===== src/rtl/core/cef_pkg.sv =====
// Shared types and codes for the coalescing event FIFO.
package cef_pkg;

  // Command codes on func
  localparam logic [1:0] FN_POST = 2'd0;
  localparam logic [1:0] FN_FOLD = 2'd1;
  localparam logic [1:0] FN_POP  = 2'd2;

  // Status codes
  localparam logic [1:0] STAT_OK    = 2'd0;
  localparam logic [1:0] STAT_FULL  = 2'd1;
  localparam logic [1:0] STAT_EMPTY = 2'd2;

  // Sequencer states
  typedef enum logic [1:0] {
    ST_IDLE,
    ST_POP,
    ST_SCAN
  } state_t;

  // Slot memory control
  typedef struct packed {
    logic rd_en;    // read all fields at rd_addr
    logic wr_all;   // write type, target and payload at wr_addr
    logic wr_pay;   // write payload only at wr_addr
  } mem_ctl_t;

endpackage


===== src/rtl/core/cef_slot_mem.sv =====
// Slot storage: type, target and payload arrays with one registered read port.
module cef_slot_mem #(
  parameter int DEPTH = 32,
  parameter int IDX_W = 5
) (
  input  logic               clk,
  input  cef_pkg::mem_ctl_t  ctl,
  input  logic [IDX_W-1:0]   rd_addr,
  input  logic [IDX_W-1:0]   wr_addr,
  input  logic [31:0]        wr_type,
  input  logic [31:0]        wr_target,
  input  logic [31:0]        wr_payload,
  output logic [31:0]        rd_type,
  output logic [31:0]        rd_target,
  output logic [31:0]        rd_payload
);
  import cef_pkg::*;

  logic [31:0] mem_type    [DEPTH];
  logic [31:0] mem_target  [DEPTH];
  logic [31:0] mem_payload [DEPTH];

  // Write port
  always_ff @(posedge clk) begin
    if (ctl.wr_all) begin
      mem_type[wr_addr]   <= wr_type;
      mem_target[wr_addr] <= wr_target;
    end
    if (ctl.wr_all || ctl.wr_pay) begin
      mem_payload[wr_addr] <= wr_payload;
    end
  end

  // Read port, registered
  always_ff @(posedge clk) begin
    if (ctl.rd_en) begin
      rd_type    <= mem_type[rd_addr];
      rd_target  <= mem_target[rd_addr];
      rd_payload <= mem_payload[rd_addr];
    end
  end

endmodule


===== src/rtl/core/coalescing_event_fifo_unit.sv =====
// Top level of the coalescing event FIFO: command sequencer around the slot memory.
//
//  channel  | handshake            | word
//  ---------+----------------------+------------------------------------------------
//  command  | start / busy         | func, event_type, event_target, event_payload
//  result   | done (1-cycle pulse) | status, out_type, out_target, out_payload,
//           |                      | merged, dropped
//
// Post, pop or fold on empty, unused codes: result in the cycle after accept.
// Pop: one slot memory read at accept, then ST_POP registers the result.
// Fold: the scan reads one queued slot per cycle through the single read port.
// busy is high while a pop or fold is in flight; done never waits on the receiver.
// Reset (rst, synchronous) empties the queue; slot contents are not cleared.
module coalescing_event_fifo_unit #(
  parameter int QUEUE_DEPTH = 32
) (
  input  logic        clk,
  input  logic        rst,
  input  logic        start,
  output logic        busy,
  input  logic [1:0]  func,
  input  logic [31:0] event_type,
  input  logic [31:0] event_target,
  input  logic [31:0] event_payload,
  output logic        done,
  output logic [1:0]  status,
  output logic [31:0] out_type,
  output logic [31:0] out_target,
  output logic [31:0] out_payload,
  output logic        merged,
  output logic        dropped
);
  import cef_pkg::*;

  localparam int IDX_W = (QUEUE_DEPTH > 1) ? $clog2(QUEUE_DEPTH) : 1;
  localparam int CNT_W = $clog2(QUEUE_DEPTH + 1);
  localparam logic [IDX_W-1:0] LAST_IDX = IDX_W'(QUEUE_DEPTH - 1);
  localparam logic [CNT_W-1:0] FULL_CNT = CNT_W'(QUEUE_DEPTH);

  function automatic logic [IDX_W-1:0] wrap_inc(input logic [IDX_W-1:0] i);
    return (i == LAST_IDX) ? '0 : i + 1'b1;
  endfunction

  state_t state, state_next;

  logic [IDX_W-1:0] head, head_next;
  logic [IDX_W-1:0] tail, tail_next;
  logic [CNT_W-1:0] occ, occ_next;
  logic [IDX_W-1:0] pos, pos_next;
  logic [CNT_W-1:0] cnt, cnt_next;

  logic [31:0] cmd_type, cmd_target, cmd_payload;

  logic        done_next;
  logic [1:0]  status_next;
  logic [31:0] out_type_next, out_target_next, out_payload_next;
  logic        merged_next, dropped_next;

  mem_ctl_t         mctl;
  logic [IDX_W-1:0] rd_addr, wr_addr;
  logic [31:0]      wr_type, wr_target, wr_payload;
  logic [31:0]      rd_type, rd_target, rd_payload;

  logic accept;
  logic is_full;
  logic is_empty;
  logic hit;
  logic last_cmp;

  assign busy     = (state != ST_IDLE);
  assign accept   = start && !busy;
  assign is_full  = (occ == FULL_CNT);
  assign is_empty = (occ == '0);
  assign hit      = (rd_type == cmd_type);
  assign last_cmp = (CNT_W'(cnt + 1'b1) == occ);

  cef_slot_mem #(
    .DEPTH (QUEUE_DEPTH),
    .IDX_W (IDX_W)
  ) u_slot_mem (
    .clk        (clk),
    .ctl        (mctl),
    .rd_addr    (rd_addr),
    .wr_addr    (wr_addr),
    .wr_type    (wr_type),
    .wr_target  (wr_target),
    .wr_payload (wr_payload),
    .rd_type    (rd_type),
    .rd_target  (rd_target),
    .rd_payload (rd_payload)
  );

  // Next state
  always_comb begin
    state_next = state;
    case (state)
      ST_IDLE: begin
        if (accept) begin
          if (func == FN_POP && !is_empty) begin
            state_next = ST_POP;
          end else if (func == FN_FOLD && !is_empty) begin
            state_next = ST_SCAN;
          end
        end
      end
      ST_POP: begin
        state_next = ST_IDLE;
      end
      ST_SCAN: begin
        if (hit || last_cmp) begin
          state_next = ST_IDLE;
        end
      end
      default: begin
        state_next = ST_IDLE;
      end
    endcase
  end

  // Memory control, queue pointers and result word
  always_comb begin
    mctl             = '0;
    rd_addr          = head;
    wr_addr          = tail;
    wr_type          = event_type;
    wr_target        = event_target;
    wr_payload       = event_payload;
    head_next        = head;
    tail_next        = tail;
    occ_next         = occ;
    pos_next         = pos;
    cnt_next         = cnt;
    done_next        = 1'b0;
    status_next      = STAT_OK;
    out_type_next    = '0;
    out_target_next  = '0;
    out_payload_next = '0;
    merged_next      = 1'b0;
    dropped_next     = 1'b0;
    case (state)
      ST_IDLE: begin
        if (accept) begin
          case (func)
            FN_POST: begin
              done_next = 1'b1;
              if (is_full) begin
                status_next = STAT_FULL;
              end else begin
                mctl.wr_all = 1'b1;
                tail_next   = wrap_inc(tail);
                occ_next    = CNT_W'(occ + 1'b1);
              end
            end
            FN_FOLD: begin
              if (is_empty) begin
                // nothing to match against: plain append
                done_next   = 1'b1;
                mctl.wr_all = 1'b1;
                tail_next   = wrap_inc(tail);
                occ_next    = CNT_W'(occ + 1'b1);
              end else begin
                mctl.rd_en = 1'b1;
                rd_addr    = head;
                pos_next   = head;
                cnt_next   = '0;
              end
            end
            FN_POP: begin
              if (is_empty) begin
                done_next   = 1'b1;
                status_next = STAT_EMPTY;
              end else begin
                mctl.rd_en = 1'b1;
                rd_addr    = head;
              end
            end
            default: begin
              done_next = 1'b1;
            end
          endcase
        end
      end
      ST_POP: begin
        done_next        = 1'b1;
        out_type_next    = rd_type;
        out_target_next  = rd_target;
        out_payload_next = rd_payload;
        head_next        = wrap_inc(head);
        occ_next         = CNT_W'(occ - 1'b1);
      end
      ST_SCAN: begin
        wr_type    = cmd_type;
        wr_target  = cmd_target;
        wr_payload = cmd_payload;
        if (hit) begin
          // oldest match: overwrite its payload
          done_next   = 1'b1;
          merged_next = 1'b1;
          mctl.wr_pay = 1'b1;
          wr_addr     = pos;
        end else if (last_cmp) begin
          done_next = 1'b1;
          if (is_full) begin
            dropped_next = 1'b1;
          end else begin
            mctl.wr_all = 1'b1;
            wr_addr     = tail;
            tail_next   = wrap_inc(tail);
            occ_next    = CNT_W'(occ + 1'b1);
          end
        end else begin
          mctl.rd_en = 1'b1;
          pos_next   = wrap_inc(pos);
          rd_addr    = wrap_inc(pos);
          cnt_next   = CNT_W'(cnt + 1'b1);
        end
      end
      default: begin
        done_next = 1'b0;
      end
    endcase
  end

  // Control registers
  always_ff @(posedge clk) begin
    if (rst) begin
      state <= ST_IDLE;
      head  <= '0;
      tail  <= '0;
      occ   <= '0;
      done  <= 1'b0;
    end else begin
      state <= state_next;
      head  <= head_next;
      tail  <= tail_next;
      occ   <= occ_next;
      done  <= done_next;
    end
  end

  // Payload registers
  always_ff @(posedge clk) begin
    pos         <= pos_next;
    cnt         <= cnt_next;
    status      <= status_next;
    out_type    <= out_type_next;
    out_target  <= out_target_next;
    out_payload <= out_payload_next;
    merged      <= merged_next;
    dropped     <= dropped_next;
    if (accept) begin
      cmd_type    <= event_type;
      cmd_target  <= event_target;
      cmd_payload <= event_payload;
    end
  end

`ifndef NO_ASSERTIONS
  // every accepted command either answers next cycle or holds busy
  a_accept_progress: assert property (@(posedge clk) disable iff (rst)
    accept |=> (done || busy))
    else $error("accepted command neither answered nor busy");

  // a drop only happens when the queue is full
  a_drop_full: assert property (@(posedge clk) disable iff (rst)
    (done && dropped) |-> is_full)
    else $error("fold dropped with free slots");

  // merge and drop are exclusive and leave status ok
  a_merge_ok: assert property (@(posedge clk) disable iff (rst)
    (done && merged) |-> (!dropped && status == STAT_OK))
    else $error("merge result malformed");

  // occupancy stays within the queue depth
  a_occ_range: assert property (@(posedge clk) disable iff (rst)
    occ <= FULL_CNT)
    else $error("occupancy overflow");
`endif

endmodule

===== config.mk =====
export PLATFORM = sky130hd
export DESIGN_NAME = coalescing_event_fifo_unit
export DESIGN_NICKNAME = d
export VERILOG_FILES = /design/src/rtl/core/cef_pkg.sv /design/src/rtl/core/cef_slot_mem.sv /design/src/rtl/core/coalescing_event_fifo_unit.sv
export SDC_FILE = /design/constraint.sdc
export NUM_CORES = 2
export LEC_CHECK = 0
export ABC_AREA = 1
export ABC_CLOCK_PERIOD_IN_PS = 12500
export BUFFER_PORTS_ARGS = -buffer_cell sky130_fd_sc_hd__buf_2
export CAP_MARGIN = 20
export CORE_AREA = 2 2 591 593
export DETAILED_ROUTE_END_ITERATION = 8
export DIE_AREA = 0 0 593 595
export PLACE_DENSITY_LB_ADDON = 0.3
export SLEW_MARGIN = 20
export SYNTH_ARGS = -nofsm -noshare
export SYNTH_HDL_FRONTEND = slang
export SYNTH_SLANG_ARGS = --single-unit

===== constraint.sdc =====
create_clock -name clk -period 12.5 [get_ports clk]
set_input_delay 0.625 -clock clk [delete_from_list [all_inputs] [get_ports clk]]
set_output_delay 0.625 -clock clk [all_outputs]
set_load 0.01 [all_outputs]

==> metrics.cfg <==
[status]
status = finished, final reports clean

[worst_setup_path]
r2r_end = u_slot_mem.rd_target[3]
path_class = flip-flop to flip-flop
r2r_cells = 14
r2r_setup_slack_ps = 5960
crit_required_ps = 13250
startpoint = state[0]
path_max_fanout = 147
cp-end-kind = flip-flop
start_kind = flip-flop
r2r_start = state[0]
cp.arrival_ps = 7290
crit_path_end = u_slot_mem.rd_target[3]

[route]
routed_via_density = 5.452
antenna_left = 0
remaining_drc_errors = 0
via_count = 92280
initialDrtViolationCount = 12550
firstDrtPassIters = 8
avgRoutedWirePerCell_microns = 25.13
drt_wl_total_microns = 425400

[global_routing]
overflow = 0
use_met2_pct = 38.50
met3_usage_pct = 3.152
grt_pass1_wl_microns = 611400
grt_max_degree = 225
use_met1_pct = 32.56
grt_pass1_vias = 87610
top_usage_layer = met2
track_usage_pct = 23.55
antenna_found_initial = 10

[synthesis]
ys_warn_count = 0
ys_async_sr_fraction_pct = 0
synth_edf_count = 3275
syn_inst = 11910
synth_area_per_cell_sq_um = 11.59
netlist_area_sq_um = 138100
synth_ff_type = edfxtp_1
ys_top_cells_by_area = edfxtp_1 71%, nand3_1 11%, nand2_1 9.7%
syn_nets = 12030
yosys.area.top_type = edfxtp_1
synth_cell_types = 41
ys_seq_elements = 3394
post-synth-top-area-fraction_pct = 71.20
synth_seq_area_share_pct = 72.93

[timing]
rsz0062_at_grt = no
final_max_slew_viol_count = 0
tightest_slew_ps = 1318
min_period_ps = 6544
hold_slack_ps = 89.10
max_freq_mhz = 152.8
setup_tns_ps = 0
slew-limit-headroom_pct = 12.10
setup_violations = 0
fin_crit_sh_pct = 52.35
hold_viol_final = 0
finClkSkew_ps = 83.50

[pwr]
pwr-share-comb_pct = 33.2
p_sw_share_pct = 37.72
p_seq_share_pct = 39.4
internal-power_uw = 23470
p_sw_uw = 14210
p_leak_uw = 0.05792
peakVddDrop_uv = 239.3
clkPwrFrac_pct = 27.4
p_per_area_nw_per_um2 = 241.7

[layout]
area_growth_pct = 12.90
final_nets = 12150
layout_common_cells = 3554 x nand2_1, 3275 x edfxtp_1, 2995 x nand3_1
final_cell_area_sq_um = 155900
layout_commonest_cell = nand2_1
fin_util_pct = 44.91
drive_gt1_share_pct = 8.157

[floorplanning]
dieArea_sq_um = 352800
start_util_pct = 39.77
fp-row-count = 217
core_region_area_sq_um = 347300
ios = 203
die_height_microns = 595
die_w_microns = 593

[clock_tree]
clock_tree.root_cell = clkbuf_16
cts.clk_slew.worst_paths_ps = 60
cts_sinks = 3394
cts_tree = done
cts_made_buffers = 358
clk_latency_ps = 960
htreeDepth = 5
cts_resized = 0
clockBufferDepth = 4

[place]
post-dp-hpwl_microns = 191600
gp_congestion = 0.7713
postPlaceCellArea_sq_um = 143600
portBuffers = 202

[hold_path]
hp-class = input pin to flip-flop

[job]
cap_violations = 0

[stage by stage]
stage               instances  total power (uW)  setup slack, ps
finish                  16920             37680             5956
global route            16920             39370             5753
CTS                     16910             37660             6026
detailed placement      16170             27380             6089
global placement        16170             27310             6086
floorplan               11910             23320             3773
[logic make-up (layout without fill, tap and decap cells)]
kind of cell / after synthesis / count (layout) / share of synthesized area (%)
DFF: 3394 / 3394 / 72.93
adders and majority gates: 17 / 17 / 0.1540
other: 0 / 5 / 0
xor gates and xnor gates: 33 / 33 / 0.2093
AOI/OAI and AO/OA: 71 / 71 / 0.2890
and+or+nand+nor: 6781 / 6781 / 21.37
buffers and inverters: 1617 / 2024 / 5.050
[registers in the layout, indices dropped and copies added, names as in the netlist, 6 cells and up]
signal / count
u_slot_mem.rd_type: 32
u_slot_mem.mem_payload: 1024
out_payload: 32
cmd_payload: 32
u_slot_mem.rd_payload: 32
out_target: 32
cnt: 6
occ: 6
u_slot_mem.rd_target: 32
cmd_target: 32
out_type: 32
u_slot_mem.mem_target: 1024
cmd_type: 32
u_slot_mem.mem_type: 1024
[cells in the mapped netlist, types with 2 or more instances]
cell type / number
nor2_1: 125
xnor2_1: 28
edfxtp_1: 3275
ha_1: 17
inv_1: 890
buf_6: 11
buf_1: 51
xor2_1: 5
buf_4: 67
nand4_1: 5
or2_2: 3
o21ai_1: 3
o22ai_1: 4
dfxtp_1: 119
a21oi_1: 22
buf_2: 457
nand2_2: 2
clkbuf_1: 135
nand3_1: 2995
nand3b_1: 59
o31ai_1: 2
nand2_1: 3572
o21ai_0: 32
inv_2: 5
nor3_1: 11
nand2_4: 2
o211ai_1: 2
[power groups by stage]
| stage | combinational, uW | sequential, uW | clock (uW) |
|---|---|---|---|
| after floorplan | 8340 | 15000 | 0 |
| after global placement | 12200 | 15100 | 0 |
| after detailed placement | 12300 | 15100 | 0 |
| after CTS | 12300 | 14900 | 10400 |
| after global routing | 13600 | 14900 | 10900 |
| final | 12500 | 14900 | 10300 |
[layout make-up]
type                       instances  area, sq um
fill                           31090       191300
sequential                      3394       100700
multi-input combinational       6902        31130
timing repair buffer             481         3664
tap                             4599         5754
clock inverter                   204         1698
antenna                            5        12.51
inverter                         896         3396
clock buffer                     443         9555
[per-layer routing]
| metal | wire, microns | up-vias | part of all wire [%] |
|---|---|---|---|
| met2 | 199700 | 4498 | 47 |
| met1 | 174900 | 45760 | 41 |
| met5 | 0 | - | 0 |
| met4 | 14050 | 0 | 3.3 |
| li1 | - | 41330 | - |
| met3 | 36730 | 688 | 8.6 |
[worst min path at each step]
stage,start,end,cells after the start
2_1_floorplan,u_slot_mem.rd_payload[0],out_payload[0],2
3_5_place_dp,u_slot_mem.rd_payload[5],out_payload[5],2
3_3_place_gp,u_slot_mem.rd_payload[16],out_payload[16],2
4_1_cts,event_target[23],cmd_target[23],1
6_report,event_target[23],cmd_target[23],1
5_1_grt,event_target[23],cmd_target[23],1
[critical path, stage by stage, from the launching register on]
cell and delay (ps):
dfxtp_1 360, inv_1 140, ha_4 690, buf_4 770
inv_6 350, a21oi_1 220, o211ai_1 160, o22ai_4 310
buf_12 790, buf_4 910, buf_12 700, nand3_1 230
nand3_1 130, nand3_1 150, nand2_1 100
[what timing repair did]
item                                   4_1_cts  5_1_grt
buffers inserted                             0        0
endpoints found under the hold margin       97        0
hold buffers                                94        0
No activity file was read; power rests on OpenSTA's default activity.
